### src/hw/rtl/ccpb_pkg.sv
`default_nettype none

package ccpb_pkg;

    // Palette index that is never drawn
    localparam logic [7:0] TRANSPARENT_INDEX = 8'd255;

    // Input opcodes (carried on the slave-side tuser)
    localparam logic OP_PALETTE = 1'b0;
    localparam logic OP_PIXEL   = 1'b1;

    // Register indexes, byte address = 4 * index
    localparam logic [2:0] REG_SCREEN_W = 3'd0;
    localparam logic [2:0] REG_SCREEN_H = 3'd1;
    localparam logic [2:0] REG_DEST_X   = 3'd2;
    localparam logic [2:0] REG_DEST_Y   = 3'd3;
    localparam logic [2:0] REG_WIN_W    = 3'd4;
    localparam logic [2:0] REG_WIN_H    = 3'd5;

    localparam int CFG_W = 13;

    // Palette port request
    typedef struct packed {
        logic        wr_en;
        logic [7:0]  wr_addr;
        logic [15:0] wr_data;
        logic        rd_en;
        logic [7:0]  rd_addr;
    } t_pal_req;

endpackage

`default_nettype wire

### src/hw/rtl/ccpb_palette.sv
`default_nettype none

module ccpb_palette
    import ccpb_pkg::*;
(
    input  wire logic        i_clk,
    input  wire t_pal_req    i_req,
    output logic [15:0]      o_rdata
);

    logic [15:0] r_mem [256];
    logic [15:0] r_rdata;

    always_ff @(posedge i_clk) begin
        if (i_req.wr_en) begin
            r_mem[i_req.wr_addr] <= i_req.wr_data;
        end
    end

    // read data holds until the next read
    always_ff @(posedge i_clk) begin
        if (i_req.rd_en) begin
            r_rdata <= r_mem[i_req.rd_addr];
        end
    end

    assign o_rdata = r_rdata;

endmodule

`default_nettype wire

### src/hw/rtl/clipped_color_keyed_palette_blit.sv
// Clipped, color-keyed palette blit.
//
// Slave stream: one word per item. tuser = opcode (0 palette load, 1 pixel).
// A palette load stores a 16-bit color and gives no output word. A pixel is
// placed at (dest_x + column, dest_y + row) of the window, raster order, and
// gives one master word: write enable (0 when clipped or index 255), screen
// position, palette color and tlast on the final pixel of the window. Pixels
// of a window lying wholly off screen give no word but still advance.
//
// APB port: six 13-bit registers at 0x00..0x14 (screen w/h, dest x/y,
// window w/h). Any register write restarts the window. Write only when idle.
//
// Throughput: one item per clock while the master side is not stalled. A pixel
// passes the position/clip stage with the palette read, then the output
// register. A stall on the master side is absorbed by the two stages; the
// slave keeps accepting until both are full.
// Reset clears counters, pipeline valids and registers to their defaults;
// palette contents are undefined until loaded, no clearing pass is run.

`default_nettype none

module clipped_color_keyed_palette_blit
    import ccpb_pkg::*;
#(
    parameter int MAX_COORD = 4096
) (
    input  wire logic        i_clk,
    input  wire logic        i_rst_n,

    input  wire logic        i_s_axis_tvalid,
    output logic             o_s_axis_tready,
    // [7:0] pixel_index, [15:8] palette_address, [31:16] palette_color
    input  wire logic [31:0] i_s_axis_tdata,
    // [0] opcode
    input  wire logic        i_s_axis_tuser,

    output logic             o_m_axis_tvalid,
    input  wire logic        i_m_axis_tready,
    // [11:0] screen_x, [23:12] screen_y, [39:24] color
    output logic [39:0]      o_m_axis_tdata,
    // [0] write_enable
    output logic             o_m_axis_tuser,
    output logic             o_m_axis_tlast,

    input  wire logic        i_psel,
    input  wire logic        i_penable,
    input  wire logic        i_pwrite,
    input  wire logic [4:0]  i_paddr,
    input  wire logic [31:0] i_pwdata,
    output logic [31:0]      o_prdata,
    output logic             o_pready
);

    localparam int CW  = $clog2(MAX_COORD);           // counter width
    localparam int SZW = CW + 1;                      // clamped size width
    localparam int AW  = ((SZW > CFG_W) ? SZW : CFG_W) + 2;

    function automatic logic [SZW-1:0] clamp_size(input logic [CFG_W-1:0] v);
        if (32'(v) > MAX_COORD) begin
            return SZW'(MAX_COORD);
        end
        return SZW'(v);
    endfunction

    // ---------------- configuration ----------------
    logic [CFG_W-1:0] r_screen_w, r_screen_h, r_dest_x, r_dest_y, r_win_w, r_win_h;
    logic             cfg_wr;
    logic             cfg_hit;

    assign o_pready = 1'b1;
    assign cfg_wr   = i_psel & i_penable & i_pwrite;
    assign cfg_hit  = cfg_wr && (i_paddr[4:2] <= REG_WIN_H);

    always_ff @(posedge i_clk) begin
        if (!i_rst_n) begin
            r_screen_w <= CFG_W'(640);
            r_screen_h <= CFG_W'(480);
            r_dest_x   <= '0;
            r_dest_y   <= '0;
            r_win_w    <= CFG_W'(8);
            r_win_h    <= CFG_W'(8);
        end else if (cfg_wr) begin
            case (i_paddr[4:2])
                REG_SCREEN_W: r_screen_w <= i_pwdata[CFG_W-1:0];
                REG_SCREEN_H: r_screen_h <= i_pwdata[CFG_W-1:0];
                REG_DEST_X:   r_dest_x   <= i_pwdata[CFG_W-1:0];
                REG_DEST_Y:   r_dest_y   <= i_pwdata[CFG_W-1:0];
                REG_WIN_W:    r_win_w    <= i_pwdata[CFG_W-1:0];
                REG_WIN_H:    r_win_h    <= i_pwdata[CFG_W-1:0];
                default: ;
            endcase
        end
    end

    always_comb begin
        case (i_paddr[4:2])
            REG_SCREEN_W: o_prdata = 32'(r_screen_w);
            REG_SCREEN_H: o_prdata = 32'(r_screen_h);
            REG_DEST_X:   o_prdata = 32'(r_dest_x);
            REG_DEST_Y:   o_prdata = 32'(r_dest_y);
            REG_WIN_W:    o_prdata = 32'(r_win_w);
            REG_WIN_H:    o_prdata = 32'(r_win_h);
            default:      o_prdata = '0;
        endcase
    end

    // ---------------- handshake ----------------
    logic r_s1_v, r_out_v;
    logic s_accept, s1_move, m_take;

    assign o_s_axis_tready = !r_s1_v || !r_out_v || i_m_axis_tready;
    assign s_accept        = i_s_axis_tvalid && o_s_axis_tready;
    assign s1_move         = r_s1_v && (!r_out_v || i_m_axis_tready);
    assign m_take          = r_out_v && i_m_axis_tready;

    logic       in_pixel;
    logic [7:0] in_index;
    assign in_pixel = s_accept && (i_s_axis_tuser == OP_PIXEL);
    assign in_index = i_s_axis_tdata[7:0];

    // ---------------- position and clipping ----------------
    logic [SZW-1:0] sw, sh, ww, wh;
    logic [SZW-1:0] col_ext, row_ext, col_c, row_c;
    logic [CW-1:0]  r_col, r_row, n_col, n_row;
    logic           size_zero, row_end, win_last, off, visible, opaque, emit;
    logic signed [AW-1:0] s_sw, s_sh, s_ww, s_wh, s_dx, s_dy, s_x, s_y;

    always_comb begin
        sw = clamp_size(r_screen_w);
        sh = clamp_size(r_screen_h);
        ww = clamp_size(r_win_w);
        wh = clamp_size(r_win_h);
        s_sw = AW'($signed({1'b0, sw}));
        s_sh = AW'($signed({1'b0, sh}));
        s_ww = AW'($signed({1'b0, ww}));
        s_wh = AW'($signed({1'b0, wh}));
        s_dx = AW'($signed(r_dest_x));
        s_dy = AW'($signed(r_dest_y));

        size_zero = (ww == '0) || (wh == '0);
        col_ext   = SZW'(r_col);
        row_ext   = SZW'(r_row);
        col_c     = (col_ext >= ww) ? ww - 1'b1 : col_ext;
        row_c     = (row_ext >= wh) ? wh - 1'b1 : row_ext;
        row_end   = (col_c == ww - 1'b1);
        win_last  = row_end && (row_c == wh - 1'b1);

        off = (sw == '0) || (sh == '0) || (s_dx >= s_sw) || (s_dy >= s_sh) ||
              (s_dx + s_ww <= 0) || (s_dy + s_wh <= 0);

        s_x = s_dx + AW'($signed({1'b0, col_c}));
        s_y = s_dy + AW'($signed({1'b0, row_c}));
        visible = !s_x[AW-1] && (s_x < s_sw) && !s_y[AW-1] && (s_y < s_sh);
        opaque  = (in_index != TRANSPARENT_INDEX);
        emit    = in_pixel && !size_zero && !off;

        n_col = r_col;
        n_row = r_row;
        if (cfg_hit) begin
            n_col = '0;
            n_row = '0;
        end else if (in_pixel) begin
            if (size_zero) begin
                n_col = '0;
                n_row = '0;
            end else if (row_end) begin
                n_col = '0;
                n_row = win_last ? '0 : CW'(row_c + 1'b1);
            end else begin
                n_col = CW'(col_c + 1'b1);
                n_row = CW'(row_c);
            end
        end
    end

    always_ff @(posedge i_clk) begin
        if (!i_rst_n) begin
            r_col <= '0;
            r_row <= '0;
        end else begin
            r_col <= n_col;
            r_row <= n_row;
        end
    end

    // ---------------- palette ----------------
    t_pal_req    pal_req;
    logic [15:0] pal_rdata;

    always_comb begin
        pal_req.wr_en   = s_accept && (i_s_axis_tuser == OP_PALETTE);
        pal_req.wr_addr = i_s_axis_tdata[15:8];
        pal_req.wr_data = i_s_axis_tdata[31:16];
        pal_req.rd_en   = emit;
        pal_req.rd_addr = in_index;
    end

    ccpb_palette u_palette (
        .i_clk   (i_clk),
        .i_req   (pal_req),
        .o_rdata (pal_rdata)
    );

    // ---------------- stage 1 ----------------
    logic        r_s1_we, r_s1_last;
    logic [11:0] r_s1_x, r_s1_y;

    always_ff @(posedge i_clk) begin
        if (!i_rst_n) begin
            r_s1_v <= 1'b0;
        end else if (s_accept) begin
            r_s1_v <= emit;
        end else if (s1_move) begin
            r_s1_v <= 1'b0;
        end
    end

    always_ff @(posedge i_clk) begin
        if (s_accept) begin
            r_s1_we   <= visible && opaque;
            r_s1_x    <= (visible && opaque) ? s_x[11:0] : '0;
            r_s1_y    <= (visible && opaque) ? s_y[11:0] : '0;
            r_s1_last <= win_last;
        end
    end

    // ---------------- output register ----------------
    logic        r_out_we, r_out_last;
    logic [11:0] r_out_x, r_out_y;
    logic [15:0] r_out_color;

    always_ff @(posedge i_clk) begin
        if (!i_rst_n) begin
            r_out_v <= 1'b0;
        end else if (s1_move) begin
            r_out_v <= 1'b1;
        end else if (m_take) begin
            r_out_v <= 1'b0;
        end
    end

    always_ff @(posedge i_clk) begin
        if (s1_move) begin
            r_out_we    <= r_s1_we;
            r_out_x     <= r_s1_x;
            r_out_y     <= r_s1_y;
            r_out_color <= r_s1_we ? pal_rdata : '0;
            r_out_last  <= r_s1_last;
        end
    end

    assign o_m_axis_tvalid = r_out_v;
    assign o_m_axis_tdata  = {r_out_color, r_out_y, r_out_x};
    assign o_m_axis_tuser  = r_out_we;
    assign o_m_axis_tlast  = r_out_last;

    // ---------------- assertions ----------------
    a_cfg_restart: assert property (@(posedge i_clk) disable iff (!i_rst_n)
        cfg_hit |=> (r_col == '0) && (r_row == '0))
        else $error("register write did not restart the window");

    a_col_in_window: assert property (@(posedge i_clk) disable iff (!i_rst_n)
        (ww != '0) |-> (SZW'(r_col) < ww))
        else $error("column counter beyond window width");

    a_zero_window: assert property (@(posedge i_clk) disable iff (!i_rst_n)
        size_zero |-> (r_col == '0) && (r_row == '0))
        else $error("counters moved on an empty window");

    a_masked_word: assert property (@(posedge i_clk) disable iff (!i_rst_n)
        (r_out_v && !r_out_we) |-> (o_m_axis_tdata == '0))
        else $error("masked word carries position or color");

endmodule

`default_nettype wire
### config.mk
export PLATFORM = sky130hd
export DESIGN_NAME = clipped_color_keyed_palette_blit
export DESIGN_NICKNAME = d
export VERILOG_FILES = /design/src/hw/rtl/ccpb_pkg.sv /design/src/hw/rtl/ccpb_palette.sv /design/src/hw/rtl/clipped_color_keyed_palette_blit.sv
export SDC_FILE = /design/constraint.sdc
export NUM_CORES = 2
export LEC_CHECK = 0
export BUFFER_PORTS_ARGS = -buffer_cell sky130_fd_sc_hd__buf_2
export CAP_MARGIN = 20
export CELL_PAD_IN_SITES_DETAIL_PLACEMENT = 1
export CELL_PAD_IN_SITES_GLOBAL_PLACEMENT = 2
export CORE_UTILIZATION = 50
export CTS_CLUSTER_SIZE = 10
export DETAILED_ROUTE_END_ITERATION = 12
export HOLD_SLACK_MARGIN = 0.12
export PLACE_DENSITY_LB_ADDON = 0.1
export SYNTH_ARGS = -nofsm -noshare
export SYNTH_HDL_FRONTEND = slang
export SYNTH_HIERARCHICAL = 1
export SYNTH_SLANG_ARGS = --single-unit
### constraint.sdc
create_clock -name i_clk -period 7.41 [get_ports i_clk]
set_input_delay 0.741 -clock i_clk [delete_from_list [all_inputs] [get_ports i_clk]]
set_output_delay 0.741 -clock i_clk [all_outputs]
set_load 0.01 [all_outputs]
Word level (Yosys, flattened, before mapping)
Memories as Yosys holds them, arrays and structs flattened. A register that Yosys moved wholly into a read port is not among the register bits.
Index checks and enable logic that the tools add are counted.

cells by class
  add/subtract/negate cells = 8
  magnitude comparators = 13
  equal/unequal tests = 8
  multiplexer cells = 26
  bitwise logic cells = 4
  reductions and logical operators = 42

operators by type and width
  cell                                                             count
  2-to-1 mux 13 bit                                                10
  one-hot mux 13 bit (6 select lines)                              1
  adder 13 x 14 -> 15 bit                                          4
  2-to-1 mux 12 bit                                                5
  > comparator 13 bit, second input constant                       4
  logical NOT 13 bit                                               4
  less-or-equal comparator 15 x 1 -> 1 bit, second input constant  2
  less-than comparator 15 x 14 -> 1 bit                            2
  greater-or-equal comparator 13 x 14 -> 1 bit                     2
  equality test 13 bit                                             2
  greater-or-equal comparator 12 x 13 -> 1 bit                     2
  subtractor 13 x 1 -> 13 bit, second input constant               2
  adder 12 x 1 -> 12 bit, second input constant                    2
  logical AND 1 bit                                                13
  AND reduction 2 bit                                              6
  2-to-1 mux 1 bit                                                 10
  logical OR 1 bit                                                 9
  inequality test 8 bit, second input constant                     1
  equality test 3 x 2 -> 1 bit, second input constant              2
  equality test 3 bit, second input constant                       2
  logical NOT 1 bit                                                6
  nonzero test 2 bit                                               2
  equality test 3 x 1 -> 1 bit, second input constant              1
  less-or-equal comparator 3 bit, second input constant            1
  other kinds (4)                                                  6

storage, ports and cells
  flip-flop bits (word level) = 172
  bits in writable memories = 4096
  input bits = 77
  word-level logic and storage cells = 121
  memories kept = 1

memory list
  memory           words  width  rd ports  clocked after memory_dff  write ports  line                RTL
  u_palette.r_mem  256    16     1         1                         1            ccpb_palette.sv:11  logic [15:0] r_mem [256];

Depth between registers and ports, before layout
  depth in word-level cells = 12
  gate-level depth with buffers = 31

Hierarchy
The synthesis kept the hierarchy.

by module, submodules not included
  module                            times used  cells an instance  area an instance (um2)  seq. area each (um2)
  ccpb_palette                      1           7360               158874.9                123478.4
  clipped_color_keyed_palette_blit  1           1604               13523.0                 4124.0

Worst setup path before layout
OpenSTA, ideal clock, no wires.

  path type = flip-flop to flip-flop
  start = register r_win_w[12]
  end = register r_s1_x[0] (data pin)
  setup time = 0.255 ns
  arrival time = 6.205 ns
  data required time = 7.155 ns
  slack = 0.950 ns
  cell stages (with the launch flop) = 30
  buffers on the path = 4
  period minus slack after synthesis = 6.460 ns
  cells stage by stage = dfxtp_1 clkinv_1 clkbuf_1 nand2_1 ha_1 a21o_1 a211o_1 o2111ai_1 a221oi_1 clkbuf_1 buf_1 a21oi_1 ha_1 inv_1 fa_1 nor2b_1 o2111a_1 a2111oi_0 o21bai_1 a21oi_1 xnor2_1 ha_1 o21a_1 o21a_1 o211ai_1 a2111oi_0 a311oi_1 o2111a_1 clkbuf_1 and3_1

between the ends
  word-level cells in the longest chain between the ends = 11
  elaborated cells between the ends (all ways) = 13

RTL lines
  element                                                                                             line                                     RTL
  start, declared                                                                                     clipped_color_keyed_palette_blit.sv:66   logic [CFG_W-1:0] r_screen_w, r_screen_h, r_dest_x, r_dest_y, r_win_w, r_win_h;
  start signal, assigned                                                                              clipped_color_keyed_palette_blit.sv:88   REG_WIN_W: r_win_w <= i_pwdata[CFG_W-1:0];
  > comparator 13 bit                                                                                 clipped_color_keyed_palette_blit.sv:59   if (32'(v) > MAX_COORD) begin
  2-to-1 mux 1 bit                                                                                    clipped_color_keyed_palette_blit.sv:59
  2-to-1 mux 13 bit (*)                                                                               clipped_color_keyed_palette_blit.sv:62   return SZW'(v);
  subtractor 13 x 1 -> 13 bit / greater-or-equal comparator 12 x 13 -> 1 bit (equally long branches)  clipped_color_keyed_palette_blit.sv:143  col_c = (col_ext >= ww) ? ww - 1'b1 : col_ext;
  2-to-1 mux 13 bit (*)                                                                               clipped_color_keyed_palette_blit.sv:143
  adder 13 x 14 -> 15 bit (*)                                                                         clipped_color_keyed_palette_blit.sv:151  s_x = s_dx + AW'($signed({1'b0, col_c}));
  via s_x[8]                                                                                          clipped_color_keyed_palette_blit.sv:126  logic signed [AW-1:0] s_sw, s_sh, s_ww, s_wh, s_dx, s_dy, s_x, s_y;
  less-than comparator 15 x 14 -> 1 bit (*)                                                           clipped_color_keyed_palette_blit.sv:153  visible = !s_x[AW-1] && (s_x < s_sw) && !s_y[AW-1] && (s_y < s_sh);
  logical AND 1 bit (*) (3 in series)                                                                 clipped_color_keyed_palette_blit.sv:153
  logical AND 1 bit (*)                                                                               clipped_color_keyed_palette_blit.sv:221  r_s1_x <= (visible && opaque) ? s_x[11:0] : '0;
  end signal, assigned                                                                                clipped_color_keyed_palette_blit.sv:221
  end, declared                                                                                       clipped_color_keyed_palette_blit.sv:206  logic [11:0] r_s1_x, r_s1_y;

The timed path passes the listed nets; every way through them passes the cells marked *.
A chain may end at the register's enable or synchronous reset.

Worst setup path in the final report
  start = register r_win_h[12]
  end = register r_s1_x[4] (data pin)

between the ends
  elaborated cells between the ends (all ways) = 12

RTL lines
  element                                                                                             line                                     RTL
  start, declared                                                                                     clipped_color_keyed_palette_blit.sv:66
  start signal, assigned                                                                              clipped_color_keyed_palette_blit.sv:89   REG_WIN_H: r_win_h <= i_pwdata[CFG_W-1:0];
  > comparator 13 bit                                                                                 clipped_color_keyed_palette_blit.sv:59
  2-to-1 mux 1 bit                                                                                    clipped_color_keyed_palette_blit.sv:59
  2-to-1 mux 13 bit (*)                                                                               clipped_color_keyed_palette_blit.sv:62
  subtractor 13 x 1 -> 13 bit / greater-or-equal comparator 12 x 13 -> 1 bit (equally long branches)  clipped_color_keyed_palette_blit.sv:144  row_c = (row_ext >= wh) ? wh - 1'b1 : row_ext;
  2-to-1 mux 13 bit (*)                                                                               clipped_color_keyed_palette_blit.sv:144
  adder 13 x 14 -> 15 bit (*)                                                                         clipped_color_keyed_palette_blit.sv:152  s_y = s_dy + AW'($signed({1'b0, row_c}));
  via s_y[8]                                                                                          clipped_color_keyed_palette_blit.sv:126
  less-than comparator 15 x 14 -> 1 bit (*)                                                           clipped_color_keyed_palette_blit.sv:153
  logical AND 1 bit (*)                                                                               clipped_color_keyed_palette_blit.sv:153
  logical AND 1 bit (*)                                                                               clipped_color_keyed_palette_blit.sv:221

Marks and branches as above.

==> flow_metrics.env <==
export IMPL_status="complete, no violations"
export IMPL_worst_path_max_fanout=40
export IMPL_area_growth_pct=12.2
export IMPL_drt_pass1_iter_count=6
export IMPL_holdWs_ps=193
export IMPL_io_buffers=112
export IMPL_grt_usage=0.289
export IMPL_wl_per_cell_um=35.7
export IMPL_synth_distinct_cells=89
export IMPL_worstHoldPathType="input pin to flip-flop"
export IMPL_yosysWarnings=6
export IMPL_p_int_mw=39.1
export IMPL_synthTopCellsByArea="edfxtp_1 73%, mux4_2 10%, mux2i_1 3.6%, o221ai_1 1.3%, dfxtp_1 1.2%"
export IMPL_fin_crit_sh=0.932
export IMPL_place_hpwl_mm=311
export IMPL_cts_sinks=4284
export IMPL_p_sw_frac=0.216
export IMPL_async_reset_ff_frac=0
export IMPL_die_y_um=589
export IMPL_synth_edf_count=4180
export IMPL_power_share_combinational=0.052
export IMPL_p_clk_frac=0.413
export IMPL_cp_end_kind="flip-flop"
export IMPL_crit_type="flip-flop to flip-flop"
export IMPL_pwr_share_seq=0.535
export IMPL_cts_tree="yes"
export IMPL_dieArea_um2=347000
export IMPL_maxCapViolations=0
export IMPL_rsz0062_at_grt="no"
export IMPL_grt_pass1_wl_mm=713
export IMPL_vias=92635
export IMPL_synthesis_area_um2=172000
export IMPL_grt_pass1_vias=94195
export IMPL_crit_start="r_win_h[12]"
export IMPL_slowest_delay_ps=540
export IMPL_clock_latency_ps=1000
export IMPL_antenna_found_initial=33
export IMPL_design_area_um2=193000
export IMPL_ys_top_cells_by_count="4180 x edfxtp_1, 798 x mux4_2, 626 x mux2i_1"
export IMPL_grt_max_degree=179
export IMPL_crit_required_ps=8210
export IMPL_critPathMostFrequentCell="o21ai_0"
export IMPL_overflow=0
export IMPL_fin_crit_ps=6910
export IMPL_drv_slew=0
export IMPL_gp_congestion=0.863
export IMPL_finClkSkew_ps=37.0
export IMPL_p_switching_mw=10.8
export IMPL_yosysTopAreaCell="edfxtp_1"
export IMPL_rows=215
export IMPL_clockBufferDepth=4
export IMPL_slowest_stage="o41ai_2"
export IMPL_antenna_left=0
export IMPL_slew_headroom=0.145
export IMPL_start_util=0.503
export IMPL_placed_cell_area_um2=180000
export IMPL_fin_nets=9729
export IMPL_fin_setup_tns_ps=0
export IMPL_drive_above_1_share=0.221
export IMPL_ir_worst_vdd_uv=219
export IMPL_yosys_register_bits=4284
export IMPL_clk_pin_slew_ps=60
export IMPL_fillerInstances=29535
export IMPL_worst_pin_slew_ps=1280
export IMPL_yosysSeqAreaShare=0.740
export IMPL_htreeDepth=5
export IMPL_finalSetupViolCount=0
export IMPL_pre_cts_ws_ps=35.7
export IMPL_worst_slack_ps=502
export IMPL_cp_start_kind="flip-flop"
export IMPL_synth_cells=8964
export IMPL_p_leak_nw=62.5
export IMPL_rr_startpoint="r_win_h[12]"
export IMPL_cts_made_buffers=477
export IMPL_yosysMostFrequentCell="edfxtp_1"
export IMPL_synthFlopType="edfxtp_1"
export IMPL_holdCritStartpoint="i_s_axis_tdata[22]"
export IMPL_drc=0
export IMPL_die_w_um=589
export IMPL_finalHoldViolCount=0
export IMPL_netlist_area_leader_share=0.728
export IMPL_power_density_nw_per_um2=258
export IMPL_num_io_pins=154
export IMPL_wl_mm=506
export IMPL_fmax_ghz=0.145
export IMPL_cp_arrival_ps=7700
export IMPL_detail_route_iter0_violations=10213
export IMPL_via_per_inst=6.53
export IMPL_power_total_mw=49.9
export IMPL_syn_avg_cell_area_um2=19.2
export IMPL_core_area_um2=343000
export IMPL_cts_root_buf="clkbuf_16"
[repair_timing]
item                       in CTS  in global routing
pin swaps                       0                  2
hold endpoints to repair       51                  0
buffers inserted                0                  6
setup endpoints to repair       1                 25
gates resized for setup         1                 10
hold buffers                   14                  0
[worst paths after layout]
kind	to	slack (ps)	depth (start not counted)
worst min-delay path	u_palette/r_mem[95][6]	190	1
worst min register to register	o_m_axis_tlast	420	0
worst max-delay path	r_s1_x[4]	500	29
worst max register to register	r_s1_x[4]	500	29
[state kept, by name, summed over array words and instances (netlist names)]
name and count:
r_s1_v 1, r_s1_we 1, r_s1_last 1, r_out_y 12
r_col 12, u_palette/o_rdata 16, o_m_axis_tlast 1, r_win_w 13
r_s1_y 12, u_palette/r_mem 4096, o_m_axis_tuser 1, r_dest_x 13
r_win_h 13, r_s1_x 12, r_row 12, r_out_color 16
r_dest_y 13, r_screen_w 13, r_screen_h 13, o_m_axis_tvalid 1
r_out_x 12
[cells in the final DEF (no fill, tap or decap), drive strengths merged, types with 14 or more instances in the layout]
master and count:
o32ai 21, nor2b 62, a21o 22, or3 15, clkinv 36, a22oi 54, buf 584, nand2b 14
xnor2 51, nor2 406, mux2 101, o22ai 157, and3 37, nor3 128, nand2 257, a2111oi 18
edfxtp 4180, dlygate4sd3 14, ha 130, o31ai 25, clkbuf 537, mux2i 626, o21a 25, nand3 66
xor2 24, o21ai 106, a211oi 35, inv 96, a221oi 32, conb 20, a21boi 46, dfxtp 104
a31oi 21, o221ai 263, nor4 45, a21oi 244, a22o 36, mux4 798, and2 22, nand4 44
[power by group through the flow]
stage	clock network, mW	registers, mW	logic (mW)
finish	20.6	26.7	2.58
global route	21.7	26.7	2.70
CTS	20.9	26.7	2.59
detailed placement	0	27.2	2.58
global placement	0	27.2	2.52
floorplan	0	27.2	1.38
[through the flow]
| step | std cells | utilization |
|---|---|---|
| global route | 14179 | 0.564 |
| global placement | 13550 | 0.524 |
| finish | 14187 | 0.564 |
| floorplan | 8982 | - |
| CTS | 14157 | 0.563 |
| detailed placement | 13563 | 0.525 |
[layout make-up]
| type | instances | area [um^2] | area share |
|---|---|---|---|
| antenna | 11 | 27.5 | 0.000142 |
| clock buffer | 536 | 12300 | 0.0635 |
| clock inverter | 44 | 523 | 0.00270 |
| inverter | 92 | 362 | 0.00187 |
| multi-input combinational | 4064 | 41800 | 0.216 |
| sequential | 4284 | 128000 | 0.660 |
| tap | 4557 | 5700 | 0.0295 |
| timing repair buffer | 599 | 5080 | 0.0263 |
[per-layer routing]
layer / wire length (um) / global-route usage
met2: 244000 / 0.468
met5: 102 / 0
met3: 35400 / 0.0417
met1: 212000 / 0.414
met4: 14700 / 0.0776
[cells by family (layout without fill, tap and decap cells)]
| logic type | after synthesis | count (layout) | synth area share |
|---|---|---|---|
| xor+xnor | 75 | 75 | 0.00381 |
| flops | 4284 | 4284 | 0.740 |
| other cells | 2 | 31 | 0.0000436 |
| mux | 1525 | 1525 | 0.147 |
| fa+ha+maj | 134 | 134 | 0.00990 |
| compound gates | 1169 | 1169 | 0.0480 |
| buf+inv | 634 | 1271 | 0.0200 |
| simple gates | 1141 | 1141 | 0.0309 |
[worst max-delay path: cells and delay by family (launching register included)]
| kind | cells | cell delay, ps |
|---|---|---|
| AO/OA/AOI/OAI | 13 | 3120 |
| XOR/XNOR | 1 | 180 |
| adder cells (fa/ha/maj) | 4 | 1240 |
| buffers and inverters | 5 | 900 |
| flip-flops | 1 | 330 |
| AND/OR/NAND/NOR | 6 | 940 |
No activity file was read; power rests on OpenSTA's default activity.
